## config.mk

```make
export PLATFORM = sky130hd
export DESIGN_NAME = running_mean_variance_minmax_unit_flat
export DESIGN_NICKNAME = d
export VERILOG_FILES = /design/src/design/rmvm_pkg.sv /design/src/design/rmvm_in_if.sv /design/src/design/rmvm_out_if.sv /design/src/design/rmvm_divider.sv /design/src/design/rmvm_sequencer.sv /design/src/design/rmvm_datapath.sv /design/src/design/running_mean_variance_minmax_unit.sv /design/src/flat_wrapper.sv
export VERILOG_INCLUDE_DIRS = /design/src /design/src/design
export SDC_FILE = /design/constraint.sdc
export NUM_CORES = 2
export LEC_CHECK = 0
export BUFFER_PORTS_ARGS = -buffer_cell sky130_fd_sc_hd__buf_2
export CORE_MARGIN = 5
export CORE_UTILIZATION = 30
export CTS_CLUSTER_DIAMETER = 100
export DETAILED_ROUTE_END_ITERATION = 7
export GPL_TIMING_DRIVEN = 0
export PLACE_DENSITY = 0.52
export SLEW_MARGIN = 20
export SYNTH_ARGS = -nofsm -noshare
export SYNTH_HDL_FRONTEND = slang
export SYNTH_SLANG_ARGS = --single-unit
```

## constraint.sdc

```tcl
create_clock -name clk -period 41.2 [get_ports clk]
set_input_delay 4.12 -clock clk [delete_from_list [all_inputs] [get_ports clk]]
set_output_delay 4.12 -clock clk [all_outputs]
set_load 0.1 [all_outputs]
```

## src/design/running_mean_variance_minmax_unit_macros.svh

```systemverilog
// assertion macros for the running statistics unit
// included by the modules that check their own logic; no other dependencies
`ifndef RUNNING_MEAN_VARIANCE_MINMAX_UNIT_MACROS_SVH
`define RUNNING_MEAN_VARIANCE_MINMAX_UNIT_MACROS_SVH
`ifndef SYNTHESIS
// same-cycle implication
`define RMVM_ASSERT_IMPLY(name, clk, rst, ante, cons) \
  name: assert property (@(posedge clk) disable iff (rst) (ante) |-> (cons)) \
    else $error("rmvm check failed");
// next-cycle implication
`define RMVM_ASSERT_NEXT(name, clk, rst, ante, cons) \
  name: assert property (@(posedge clk) disable iff (rst) (ante) |=> (cons)) \
    else $error("rmvm check failed");
`else
`define RMVM_ASSERT_IMPLY(name, clk, rst, ante, cons)
`define RMVM_ASSERT_NEXT(name, clk, rst, ante, cons)
`endif
`endif

```

## src/design/rmvm_pkg.sv

```systemverilog
// shared types and constants of the running statistics unit
// no dependencies; used by every module of the block
`timescale 1ns / 1ps

package rmvm_pkg;

  // width of the sample counter
  localparam int COUNT_BITS = 32;
  // field widths
  localparam int SAMPLE_W = 32;
  localparam int POS_W    = 32;
  localparam int SUM_W    = 64;
  localparam int HALF_W   = SUM_W / 2;
  // divisor holds count + 1 exactly
  localparam int DIV_W     = COUNT_BITS + 1;
  localparam int DIV_CNT_W = $clog2(SUM_W + 1);

  // datapath operations, one per microcode step
  typedef enum logic [3:0] {
    OP_NOP,
    OP_WAIT,
    OP_DIFF,
    OP_DIV_MEAN,
    OP_DIV_WAIT,
    OP_MEAN,
    OP_DEV,
    OP_MUL,
    OP_ACC,
    OP_DIV_VAR,
    OP_OUT
  } op_t;

  typedef struct packed {
    op_t op;
  } ctrl_t;

  // conditions the sequencer branches on
  typedef struct packed {
    logic item;
    logic first;
    logic few;
    logic out_full;
  } status_t;

  // divider request
  typedef struct packed {
    logic start;
    logic half;
  } div_req_t;

endpackage

```

## src/design/rmvm_in_if.sv

```systemverilog
// input channel of the running statistics unit: one sample and clear flag per item
// depends on rmvm_pkg for field widths
`timescale 1ns / 1ps

interface rmvm_in_if;
  logic                                valid;
  logic                                ready;
  logic signed [rmvm_pkg::SAMPLE_W-1:0] sample;
  logic                                clear;

  modport source (output valid, output sample, output clear, input ready);
  modport sink (input valid, input sample, input clear, output ready);
endinterface

```

## src/design/rmvm_out_if.sv

```systemverilog
// output channel of the running statistics unit: one statistics record per item
// depends on rmvm_pkg for field widths
`timescale 1ns / 1ps

interface rmvm_out_if;
  logic                                 valid;
  logic                                 ready;
  logic signed [rmvm_pkg::SAMPLE_W-1:0] mean;
  logic [rmvm_pkg::SUM_W-1:0]           sum_sq_dev;
  logic [rmvm_pkg::SUM_W-1:0]           variance;
  logic                                 variance_valid;
  logic signed [rmvm_pkg::SAMPLE_W-1:0] min_sample;
  logic signed [rmvm_pkg::SAMPLE_W-1:0] max_sample;
  logic [rmvm_pkg::POS_W-1:0]           min_position;
  logic [rmvm_pkg::POS_W-1:0]           max_position;
  logic [rmvm_pkg::POS_W-1:0]           sample_count;
  logic                                 sum_saturated;

  modport source (
    output valid, output mean, output sum_sq_dev, output variance, output variance_valid,
    output min_sample, output max_sample, output min_position, output max_position,
    output sample_count, output sum_saturated, input ready
  );
  modport sink (
    input valid, input mean, input sum_sq_dev, input variance, input variance_valid,
    input min_sample, input max_sample, input min_position, input max_position,
    input sample_count, input sum_saturated, output ready
  );
endinterface

```

## src/design/rmvm_divider.sv

```systemverilog
// shared radix-2 restoring divider, one quotient bit per cycle
// depends on rmvm_pkg and the assertion macro header
`timescale 1ns / 1ps
`include "running_mean_variance_minmax_unit_macros.svh"

module rmvm_divider (
  input  logic                         clk,
  input  logic                         rst,
  input  rmvm_pkg::div_req_t           req,
  input  logic [rmvm_pkg::SUM_W-1:0]   dividend,
  input  logic [rmvm_pkg::DIV_W-1:0]   divisor,
  output logic                         busy,
  output logic [rmvm_pkg::SUM_W-1:0]   quotient
);

  logic [rmvm_pkg::DIV_W-1:0]     rem;
  logic [rmvm_pkg::DIV_W-1:0]     div_q;
  logic [rmvm_pkg::SUM_W-1:0]     quo;
  logic [rmvm_pkg::DIV_CNT_W-1:0] cnt;
  logic [rmvm_pkg::DIV_W:0]       shifted;
  logic [rmvm_pkg::DIV_W:0]       diff;
  logic                           fits;

  // one trial subtraction
  assign shifted = {rem, quo[rmvm_pkg::SUM_W-1]};
  assign diff    = shifted - {1'b0, div_q};
  assign fits    = shifted >= {1'b0, div_q};

  // step counter
  always_ff @(posedge clk) begin
    if (rst) begin
      busy <= 1'b0;
      cnt  <= '0;
    end else if (req.start) begin
      busy <= 1'b1;
      cnt  <= req.half ? rmvm_pkg::DIV_CNT_W'(rmvm_pkg::HALF_W)
                       : rmvm_pkg::DIV_CNT_W'(rmvm_pkg::SUM_W);
    end else if (busy) begin
      cnt <= cnt - 1'b1;
      if (cnt == rmvm_pkg::DIV_CNT_W'(1)) begin
        busy <= 1'b0;
      end
    end
  end

  // partial remainder and quotient shift register
  always_ff @(posedge clk) begin
    if (req.start) begin
      rem   <= '0;
      div_q <= divisor;
      quo   <= req.half ? {dividend[rmvm_pkg::HALF_W-1:0], rmvm_pkg::HALF_W'(0)} : dividend;
    end else if (busy) begin
      rem <= fits ? diff[rmvm_pkg::DIV_W-1:0] : shifted[rmvm_pkg::DIV_W-1:0];
      quo <= {quo[rmvm_pkg::SUM_W-2:0], fits};
    end
  end

  assign quotient = quo;

  `RMVM_ASSERT_NEXT(a_div_start_busy, clk, rst, req.start, busy)
  `RMVM_ASSERT_NEXT(a_div_last_step, clk, rst, busy && !req.start && cnt == rmvm_pkg::DIV_CNT_W'(1), !busy)
  `RMVM_ASSERT_IMPLY(a_div_rem_below, clk, rst, busy, rem < div_q)

endmodule

```

## src/design/rmvm_sequencer.sv

```systemverilog
// microcode sequencer: step counter, control store and conditional jumps
// depends on rmvm_pkg for the operation codes and status struct
`timescale 1ns / 1ps

module rmvm_sequencer (
  input  logic              clk,
  input  logic              rst,
  input  rmvm_pkg::status_t status,
  input  logic              div_busy,
  output rmvm_pkg::ctrl_t   ctrl
);

  localparam int PC_W = 4;

  typedef enum logic [2:0] {
    COND_NEVER,
    COND_ALWAYS,
    COND_NO_ITEM,
    COND_FIRST,
    COND_DIV_BUSY,
    COND_FEW,
    COND_OUT_FULL
  } cond_t;

  typedef struct packed {
    rmvm_pkg::op_t   op;
    cond_t           cond;
    logic [PC_W-1:0] target;
  } uword_t;

  // step addresses
  localparam logic [PC_W-1:0] PC_WAIT   = PC_W'(0);
  localparam logic [PC_W-1:0] PC_DIFF   = PC_W'(1);
  localparam logic [PC_W-1:0] PC_DIVM   = PC_W'(2);
  localparam logic [PC_W-1:0] PC_WAITM  = PC_W'(3);
  localparam logic [PC_W-1:0] PC_MEAN   = PC_W'(4);
  localparam logic [PC_W-1:0] PC_DEV    = PC_W'(5);
  localparam logic [PC_W-1:0] PC_MUL    = PC_W'(6);
  localparam logic [PC_W-1:0] PC_ACC    = PC_W'(7);
  localparam logic [PC_W-1:0] PC_DIVV   = PC_W'(8);
  localparam logic [PC_W-1:0] PC_WAITV  = PC_W'(9);
  localparam logic [PC_W-1:0] PC_OUT    = PC_W'(10);
  localparam logic [PC_W-1:0] PC_LOOP   = PC_W'(11);

  // control store
  function automatic uword_t rom(input logic [PC_W-1:0] a);
    uword_t w;
    case (a)
      PC_WAIT:  w = '{rmvm_pkg::OP_WAIT,     COND_NO_ITEM,  PC_WAIT};
      PC_DIFF:  w = '{rmvm_pkg::OP_DIFF,     COND_FIRST,    PC_ACC};
      PC_DIVM:  w = '{rmvm_pkg::OP_DIV_MEAN, COND_NEVER,    PC_WAIT};
      PC_WAITM: w = '{rmvm_pkg::OP_DIV_WAIT, COND_DIV_BUSY, PC_WAITM};
      PC_MEAN:  w = '{rmvm_pkg::OP_MEAN,     COND_NEVER,    PC_WAIT};
      PC_DEV:   w = '{rmvm_pkg::OP_DEV,      COND_NEVER,    PC_WAIT};
      PC_MUL:   w = '{rmvm_pkg::OP_MUL,      COND_NEVER,    PC_WAIT};
      PC_ACC:   w = '{rmvm_pkg::OP_ACC,      COND_NEVER,    PC_WAIT};
      PC_DIVV:  w = '{rmvm_pkg::OP_DIV_VAR,  COND_FEW,      PC_OUT};
      PC_WAITV: w = '{rmvm_pkg::OP_DIV_WAIT, COND_DIV_BUSY, PC_WAITV};
      PC_OUT:   w = '{rmvm_pkg::OP_OUT,      COND_OUT_FULL, PC_OUT};
      PC_LOOP:  w = '{rmvm_pkg::OP_NOP,      COND_ALWAYS,   PC_WAIT};
      default:  w = '{rmvm_pkg::OP_NOP,      COND_ALWAYS,   PC_WAIT};
    endcase
    return w;
  endfunction

  logic [PC_W-1:0] pc;
  logic [PC_W-1:0] pc_next;
  uword_t          word;
  logic            take;

  assign word = rom(pc);

  // branch condition
  always_comb begin
    case (word.cond)
      COND_NEVER:    take = 1'b0;
      COND_ALWAYS:   take = 1'b1;
      COND_NO_ITEM:  take = !status.item;
      COND_FIRST:    take = status.first;
      COND_DIV_BUSY: take = div_busy;
      COND_FEW:      take = status.few;
      COND_OUT_FULL: take = status.out_full;
      default:       take = 1'b1;
    endcase
    pc_next = take ? word.target : pc + 1'b1;
  end

  // step counter
  always_ff @(posedge clk) begin
    if (rst) begin
      pc <= PC_WAIT;
    end else begin
      pc <= pc_next;
    end
  end

  assign ctrl.op = word.op;

endmodule

```

## src/design/rmvm_datapath.sv

```systemverilog
// statistics registers, deviation arithmetic, multiplier and output register
// depends on rmvm_pkg, the channel interfaces and the assertion macro header
`timescale 1ns / 1ps
`include "running_mean_variance_minmax_unit_macros.svh"

module rmvm_datapath (
  input  logic                         clk,
  input  logic                         rst,
  input  rmvm_pkg::ctrl_t              ctrl,
  rmvm_in_if.sink                      samples,
  rmvm_out_if.source                   stats,
  output rmvm_pkg::status_t            status,
  output rmvm_pkg::div_req_t           div_req,
  output logic [rmvm_pkg::SUM_W-1:0]   div_dividend,
  output logic [rmvm_pkg::DIV_W-1:0]   div_divisor,
  input  logic [rmvm_pkg::SUM_W-1:0]   div_quotient
);

  localparam int SW = rmvm_pkg::SAMPLE_W;
  localparam int CB = rmvm_pkg::COUNT_BITS;

  // clamp a count to the position width
  function automatic logic [rmvm_pkg::POS_W-1:0] sat32(input logic [CB-1:0] v);
    logic [63:0] w;
    w = 64'(v);
    return (|w[63:32]) ? '1 : w[rmvm_pkg::POS_W-1:0];
  endfunction

  // statistics state
  logic signed [SW-1:0]            run_mean;
  logic [rmvm_pkg::SUM_W-1:0]      run_sum_sq;
  logic signed [SW-1:0]            lowest;
  logic signed [SW-1:0]            highest;
  logic [rmvm_pkg::POS_W-1:0]      lowest_at;
  logic [rmvm_pkg::POS_W-1:0]      highest_at;
  logic [CB-1:0]                   seen;
  logic                            overflowed;

  // per-item working registers
  logic signed [SW-1:0]            x;
  logic                            d_neg;
  logic [SW-1:0]                   ad;
  logic [SW-1:0]                   e_mag;
  logic                            term_en;
  logic [rmvm_pkg::SUM_W-1:0]      term;

  // output register
  logic                            out_valid;
  logic signed [SW-1:0]            o_mean;
  logic [rmvm_pkg::SUM_W-1:0]      o_sum;
  logic [rmvm_pkg::SUM_W-1:0]      o_var;
  logic                            o_var_valid;
  logic signed [SW-1:0]            o_min;
  logic signed [SW-1:0]            o_max;
  logic [rmvm_pkg::POS_W-1:0]      o_min_at;
  logic [rmvm_pkg::POS_W-1:0]      o_max_at;
  logic [rmvm_pkg::POS_W-1:0]      o_count;
  logic                            o_sat;

  logic                            item;
  logic                            first;
  logic                            few;
  logic                            out_full;
  logic                            load;
  logic [SW:0]                     d;
  logic [SW:0]                     d_abs;
  logic [SW:0]                     mk;
  logic [SW:0]                     e;
  logic [SW:0]                     e_abs;
  logic [rmvm_pkg::SUM_W-1:0]      prod;
  logic [rmvm_pkg::SUM_W:0]        sum_ext;
  logic [SW-1:0]                   q;

  // handshake and branch status
  assign samples.ready   = (ctrl.op == rmvm_pkg::OP_WAIT) && !rst;
  assign item            = samples.valid && samples.ready;
  assign first           = (seen == '0);
  assign few             = ((seen >> 1) == '0);
  assign out_full        = out_valid && !stats.ready;
  assign load            = (ctrl.op == rmvm_pkg::OP_OUT) && !out_full;
  assign status.item     = item;
  assign status.first    = first;
  assign status.few      = few;
  assign status.out_full = out_full;

  // deviation from the old mean and its magnitude
  assign d     = {x[SW-1], x} - {run_mean[SW-1], run_mean};
  assign d_abs = d[SW] ? (SW+1)'(0) - d : d;

  // mean step, quotient taken from the low half
  assign q  = div_quotient[SW-1:0];
  assign mk = d_neg ? {run_mean[SW-1], run_mean} - {1'b0, q}
                    : {run_mean[SW-1], run_mean} + {1'b0, q};

  // deviation from the new mean
  assign e     = {x[SW-1], x} - {run_mean[SW-1], run_mean};
  assign e_abs = e[SW] ? (SW+1)'(0) - e : e;

  // product of the two deviation magnitudes
  assign prod    = ad * e_mag;
  assign sum_ext = {1'b0, run_sum_sq} + {1'b0, term};

  // divider requests: mean uses the short run, variance the full one
  always_comb begin
    div_req.start = 1'b0;
    div_req.half  = 1'b0;
    div_dividend  = {rmvm_pkg::HALF_W'(0), ad};
    div_divisor   = {1'b0, seen} + 1'b1;
    case (ctrl.op)
      rmvm_pkg::OP_DIV_MEAN: begin
        div_req.start = 1'b1;
        div_req.half  = 1'b1;
      end
      rmvm_pkg::OP_DIV_VAR: begin
        div_req.start = !few;
        div_dividend  = run_sum_sq;
        div_divisor   = {1'b0, seen} - 1'b1;
      end
      default: begin
        div_req.start = 1'b0;
      end
    endcase
  end

  // statistics state
  always_ff @(posedge clk) begin
    if (rst) begin
      run_mean   <= '0;
      run_sum_sq <= '0;
      lowest     <= {1'b0, {(SW-1){1'b1}}};
      highest    <= {1'b1, {(SW-1){1'b0}}};
      lowest_at  <= '1;
      highest_at <= '1;
      seen       <= '0;
      overflowed <= 1'b0;
    end else begin
      case (ctrl.op)
        rmvm_pkg::OP_WAIT: begin
          if (item && samples.clear) begin
            run_mean   <= '0;
            run_sum_sq <= '0;
            lowest     <= {1'b0, {(SW-1){1'b1}}};
            highest    <= {1'b1, {(SW-1){1'b0}}};
            lowest_at  <= '1;
            highest_at <= '1;
            seen       <= '0;
            overflowed <= 1'b0;
          end
        end
        rmvm_pkg::OP_MEAN: begin
          run_mean <= mk[SW-1:0];
        end
        rmvm_pkg::OP_ACC: begin
          if (first) begin
            run_mean   <= x;
            run_sum_sq <= '0;
          end else if (sum_ext[rmvm_pkg::SUM_W]) begin
            run_sum_sq <= '1;
            overflowed <= 1'b1;
          end else begin
            run_sum_sq <= sum_ext[rmvm_pkg::SUM_W-1:0];
          end
          if (first || x < lowest) begin
            lowest    <= x;
            lowest_at <= sat32(seen);
          end
          if (first || x > highest) begin
            highest    <= x;
            highest_at <= sat32(seen);
          end
          if (seen != '1) begin
            seen <= seen + 1'b1;
          end
        end
        default: begin
          seen <= seen;
        end
      endcase
    end
  end

  // working registers
  always_ff @(posedge clk) begin
    if (item) begin
      x <= samples.sample;
    end
    if (ctrl.op == rmvm_pkg::OP_DIFF) begin
      d_neg <= d[SW];
      ad    <= d_abs[SW-1:0];
    end
    if (ctrl.op == rmvm_pkg::OP_DEV) begin
      e_mag   <= e_abs[SW-1:0];
      term_en <= (ad != '0) && (e != '0) && (e[SW] == d_neg);
    end
    if (ctrl.op == rmvm_pkg::OP_MUL) begin
      term <= term_en ? prod : '0;
    end
  end

  // output register valid
  always_ff @(posedge clk) begin
    if (rst) begin
      out_valid <= 1'b0;
    end else if (load) begin
      out_valid <= 1'b1;
    end else if (stats.ready) begin
      out_valid <= 1'b0;
    end
  end

  // output register payload
  always_ff @(posedge clk) begin
    if (load) begin
      o_mean      <= run_mean;
      o_sum       <= run_sum_sq;
      o_var       <= few ? '0 : div_quotient;
      o_var_valid <= !few;
      o_min       <= lowest;
      o_max       <= highest;
      o_min_at    <= lowest_at;
      o_max_at    <= highest_at;
      o_count     <= sat32(seen);
      o_sat       <= overflowed;
    end
  end

  assign stats.valid          = out_valid;
  assign stats.mean           = o_mean;
  assign stats.sum_sq_dev     = o_sum;
  assign stats.variance       = o_var;
  assign stats.variance_valid = o_var_valid;
  assign stats.min_sample     = o_min;
  assign stats.max_sample     = o_max;
  assign stats.min_position   = o_min_at;
  assign stats.max_position   = o_max_at;
  assign stats.sample_count   = o_count;
  assign stats.sum_saturated  = o_sat;

  `RMVM_ASSERT_IMPLY(a_sat_holds_ones, clk, rst, overflowed, run_sum_sq == '1)
  `RMVM_ASSERT_IMPLY(a_min_below_max, clk, rst, seen != '0, lowest <= highest)
  `RMVM_ASSERT_NEXT(a_sum_grows, clk, rst, ctrl.op == rmvm_pkg::OP_ACC && seen != '0, run_sum_sq >= $past(run_sum_sq))

endmodule

```

## src/design/running_mean_variance_minmax_unit.sv

```systemverilog
// channel    | dir  | payload
// samples    | in   | sample (Q16.16, signed), clear
// stats      | out  | mean, sum_sq_dev, variance, variance_valid, min/max sample and
//            |      | position, sample_count, sum_saturated
//
// one item in flight: a new sample is taken only once the last item's record is loaded
// into the output register; the pace is set by the shared radix-2 divider (32 steps
// for the mean, 64 for the variance); the first sample after a clear or reset skips
// both divisions; a finished record waits in the output register while the next
// item is taken; a full output register holds the sequencer at its output step
// synchronous active-high reset clears all statistics, no clearing pass
//
// top level of the running mean, variance and min/max unit
// depends on rmvm_pkg, the channel interfaces, sequencer, datapath and divider
`timescale 1ns / 1ps

module running_mean_variance_minmax_unit (
  input logic        clk,
  input logic        rst,
  rmvm_in_if.sink    samples,
  rmvm_out_if.source stats
);

  rmvm_pkg::ctrl_t              ctrl;
  rmvm_pkg::status_t            status;
  rmvm_pkg::div_req_t           div_req;
  logic                         div_busy;
  logic [rmvm_pkg::SUM_W-1:0]   div_dividend;
  logic [rmvm_pkg::DIV_W-1:0]   div_divisor;
  logic [rmvm_pkg::SUM_W-1:0]   div_quotient;

  // microcode control
  rmvm_sequencer u_seq (
    .clk      (clk),
    .rst      (rst),
    .status   (status),
    .div_busy (div_busy),
    .ctrl     (ctrl)
  );

  // statistics datapath
  rmvm_datapath u_dp (
    .clk          (clk),
    .rst          (rst),
    .ctrl         (ctrl),
    .samples      (samples),
    .stats        (stats),
    .status       (status),
    .div_req      (div_req),
    .div_dividend (div_dividend),
    .div_divisor  (div_divisor),
    .div_quotient (div_quotient)
  );

  // shared divider
  rmvm_divider u_div (
    .clk      (clk),
    .rst      (rst),
    .req      (div_req),
    .dividend (div_dividend),
    .divisor  (div_divisor),
    .busy     (div_busy),
    .quotient (div_quotient)
  );

endmodule
```

## src/flat_wrapper.sv

```systemverilog
// flat-port wrapper written by rule: the top's interface ports become plain ports
module running_mean_variance_minmax_unit_flat 
  (clk, rst, samples_valid, samples_sample, samples_clear, samples_ready, stats_valid, stats_mean, stats_sum_sq_dev, stats_variance, stats_variance_valid, stats_min_sample, stats_max_sample, stats_min_position, stats_max_position, stats_sample_count, stats_sum_saturated, stats_ready);
  rmvm_in_if samples_i ();
  rmvm_out_if stats_i ();
  input logic clk;
  input logic rst;
  input wire logic [$bits(samples_i.valid)-1:0] samples_valid;
  input wire logic [$bits(samples_i.sample)-1:0] samples_sample;
  input wire logic [$bits(samples_i.clear)-1:0] samples_clear;
  output wire logic [$bits(samples_i.ready)-1:0] samples_ready;
  output wire logic [$bits(stats_i.valid)-1:0] stats_valid;
  output wire logic [$bits(stats_i.mean)-1:0] stats_mean;
  output wire logic [$bits(stats_i.sum_sq_dev)-1:0] stats_sum_sq_dev;
  output wire logic [$bits(stats_i.variance)-1:0] stats_variance;
  output wire logic [$bits(stats_i.variance_valid)-1:0] stats_variance_valid;
  output wire logic [$bits(stats_i.min_sample)-1:0] stats_min_sample;
  output wire logic [$bits(stats_i.max_sample)-1:0] stats_max_sample;
  output wire logic [$bits(stats_i.min_position)-1:0] stats_min_position;
  output wire logic [$bits(stats_i.max_position)-1:0] stats_max_position;
  output wire logic [$bits(stats_i.sample_count)-1:0] stats_sample_count;
  output wire logic [$bits(stats_i.sum_saturated)-1:0] stats_sum_saturated;
  input wire logic [$bits(stats_i.ready)-1:0] stats_ready;
  assign samples_i.valid = samples_valid;
  assign samples_i.sample = samples_sample;
  assign samples_i.clear = samples_clear;
  assign samples_ready = samples_i.ready;
  assign stats_valid = stats_i.valid;
  assign stats_mean = stats_i.mean;
  assign stats_sum_sq_dev = stats_i.sum_sq_dev;
  assign stats_variance = stats_i.variance;
  assign stats_variance_valid = stats_i.variance_valid;
  assign stats_min_sample = stats_i.min_sample;
  assign stats_max_sample = stats_i.max_sample;
  assign stats_min_position = stats_i.min_position;
  assign stats_max_position = stats_i.max_position;
  assign stats_sample_count = stats_i.sample_count;
  assign stats_sum_saturated = stats_i.sum_saturated;
  assign stats_i.ready = stats_ready;
  running_mean_variance_minmax_unit u_core (.clk(clk), .rst(rst), .samples(samples_i), .stats(stats_i));
endmodule
```

==> flow_summary.yaml <==
worst_hold_path:
  hp-start: "u_core.u_dp.lowest_at[1]"
  whs_path_depth: 0
  hold_end: "u_core.u_dp.stats.min_position[1]"
  hp-class: "reg -> reg"
synthesis:
  synth_cell_types: 86
  postSynthCellCount: 8093
  yosysWarnings: 0
  synth-seq-cells: 895
  synth-adder-area-share: 0.313
  ys.flop_type: "edfxtp_1"
  async_flop_share: 0
  synth_xor_area_frac: 0.0326
  muxShareOfSynthArea: 0.0156
  synth-compound-area-share: 0.106
  synth_edf_count: 581
  syn-cell-area_sq_um: 78700
  synthSimpleGateAreaFrac: 0.159
  synth.avg_cell_area_sq_um: 9.72
  synth-seq-area-share: 0.302
  synth_top_family_by_area: "adder cells"
  syn_nets: 9560
sta:
  setup_viol: 0
  slew_headroom: 0.131
  hold_viol: 0
  finClkSkew_ps: 84.6
  rsz0062_at_grt: "false"
  setup_tns_ps: 0
  fin_crit_sh: 0.262
  min_period_ps: 10790
  max_freq_ghz: 0.0927
  worst_pin_slew_ps: 1300
  fin_ws_ps: 30410
  slew_viol_final: 0
cts:
  clk_latency_ps: 750
  cts_sinks: 895
  cts_buffers: 94
  clkSlewWorstSetupHoldPaths_ps: 60
  cts_root_buf: "clkbuf_16"
  postCtsSetupBuffers: 0
  cts_resized: 0
  cts_buffer_depth: 3
  htreeDepth: 3
  tritoncts: "yes"
  holdBufCountCts: 0
floorplan:
  start_util: 0.301
  die_area_sq_um: 273000
  io-pin-count: 361
  fp.coreArea_sq_um: 262000
  die_h_microns: 522
  dieWidth_microns: 522
  num_rows: 188
finish:
  final_cell_mix: "inv_1 (1,088), nand2_1 (920), fa_1 (901), and2_1 (682), edfxtp_1 (581)"
  layout_commonest_cell: "inv_1"
  finalNetCount: 10100
  drive_above_1_share: 0.0740
  area_delta_synth_final_pct: 13.0
  final_core_util: 0.340
  stdcell_count: 12200
drt:
  drt_iter0_drc: 6242
  viasPerCell: 5.16
  drc: 0
  wirelength_microns: 318000
  firstDrtPassIters: 8
  vias: 63000
  postRouteAntennaNets: 0
  routedWlPerCell_microns: 26.0
setup_path:
  r2r_start: "u_core.u_dp.ad[5]"
  r2r_slack_ps: 30410
  worstPathArrival_ps: 11240
  critPathSlowestCell: "clkbuf_1"
  crit_type: "reg -> reg"
  worst-path-max-fanout: 10
  crit_family: "adder cells"
  timing.critical_path.buf_inv: 4
  cp_data_required_time_ps: 41650
  cp_cell_sequence: "clkbuf_1 -> and2_1 -> fa_1 -> inv_1 -> fa_1 -> inv_1 -> fa_1 -> fa_1 -> fa_1 -> fa_1 -> fa_1 -> fa_1 -> ha_1 -> clkbuf_1 -> a21oi_1 -> o21ai_0 -> a221oi_1 -> o21ai_0 -> a221o_1 -> a31oi_1 -> o21ai_0 -> a211o_1 -> xnor2_1 -> nor2_1"
  worstSetupEndpointType: "flop"
  worstRegToRegCells: 24
  critPathLaunchType: "flop"
  worstReg2RegEnd: "u_core.u_dp.term[59]"
  path_common_cell: "fa_1"
  critical_path.max_stage_delay_ps: 1000
global_routing:
  grt_max_degree: 38
  antenna_found_initial: 39
  overflow: 0
  grt_pass1_vias: 63400
  grt_pass1_wl_microns: 454000
  grt_util_all_layers: 0.229
placed_design:
  dp.cells: 12000
  hpwl_microns: 258000
  gp_congestion: 1.06
  place_ws_ps: 30850
  numPortBuffers: 359
run_status:
  status: "finished, final reports clean"
job:
  maxCapViolations: 0
[stage by stage]
step,area [sq um],hold slack (ps)
floorplan,78700,408
global placement,84900,414
detailed placement,85500,416
CTS,88900,390
global route,88900,397
finish,88900,408
[synthesized netlist by cell type (37+ instances only)]
cell      number  area (sq um)
clkbuf_1     388          1460
nand2b_1      40           250
inv_1       1090          4090
o21a_1        42           315
fa_1         901         18000
nor2_1       415          1560
a22oi_1       37           278
o21bai_1      41           308
nand4_1       63           394
a21o_1       147          1100
o21ai_0      280          1400
nor2b_1       43           269
nand2_1      921          3460
dfxtp_1      314          6290
ha_1         529          6620
xnor2_1      193          1690
nor3_1       140           701
and3_1        39           244
a31oi_1       41           257
nand3_1       85           425
mux2i_1      120          1200
and2_1       682          4270
a211oi_1      89           668
a21oi_1      361          1810
edfxtp_1     581         17400
xor2_1       100           876
[sequential cells by signal, indices dropped and copies added (netlist names), 33 cells and up]
signal and count:
u_core.u_div.div_q 33, u_core.u_div.quotient 64, u_core.u_div.rem 33, u_core.u_dp.run_sum_sq 64, u_core.u_dp.stats.sum_sq_dev 64, u_core.u_dp.stats.variance 64
u_core.u_dp.term 64
[how the worst max path moves through the flow]
stage,cells after the start,to,startpoint
floorplan,2,u_core.u_dp.stats.max_position[0],stats_ready
global placement,3,u_core.u_dp.stats.variance[49],stats_ready
detailed placement,25,u_core.u_dp.term[59],u_core.u_dp.ad[10]
CTS,25,u_core.u_dp.term[59],u_core.u_dp.ad[10]
global route,26,u_core.u_dp.term[59],u_core.u_dp.ad[30]
finish,24,u_core.u_dp.term[59],u_core.u_dp.ad[5]
[final cells by class]
type                       instances  area, sq um
clock buffer                     113         2470
buffer                           408         1560
clock inverter                    64          901
timing repair buffer             414         2350
fill                           26900       173000
multi-input combinational       5699        49400
inverter                        1091         4100
tap                             3515         4400
antenna                           16         40.0
sequential                       895        23700
[logic make-up (layout without fill, tap and decap cells)]
kind of cell	after synthesis	after routing
DFF	895	895
and+or+nand+nor	2558	2558
other	0	16
buffers and inverters	1499	2090
xor gates and xnor gates	293	293
adders and majority gates	1430	1430
muxes	122	122
AOI/OAI and AO/OA	1296	1296
[per-layer routing]
| layer | GRT usage | vias up | wire, microns |
|---|---|---|---|
| met5 | 0 | - | 0 |
| li1 | - | 27700 | - |
| met1 | 0.297 | 31900 | 129000 |
| met2 | 0.368 | 2729 | 144000 |
| met3 | 0.0380 | 589 | 24900 |
| met4 | 0.116 | 0 | 20000 |
Power is not shown: default switching activity piles up to over one toggle a cycle in this logic, so the estimate is an artifact.
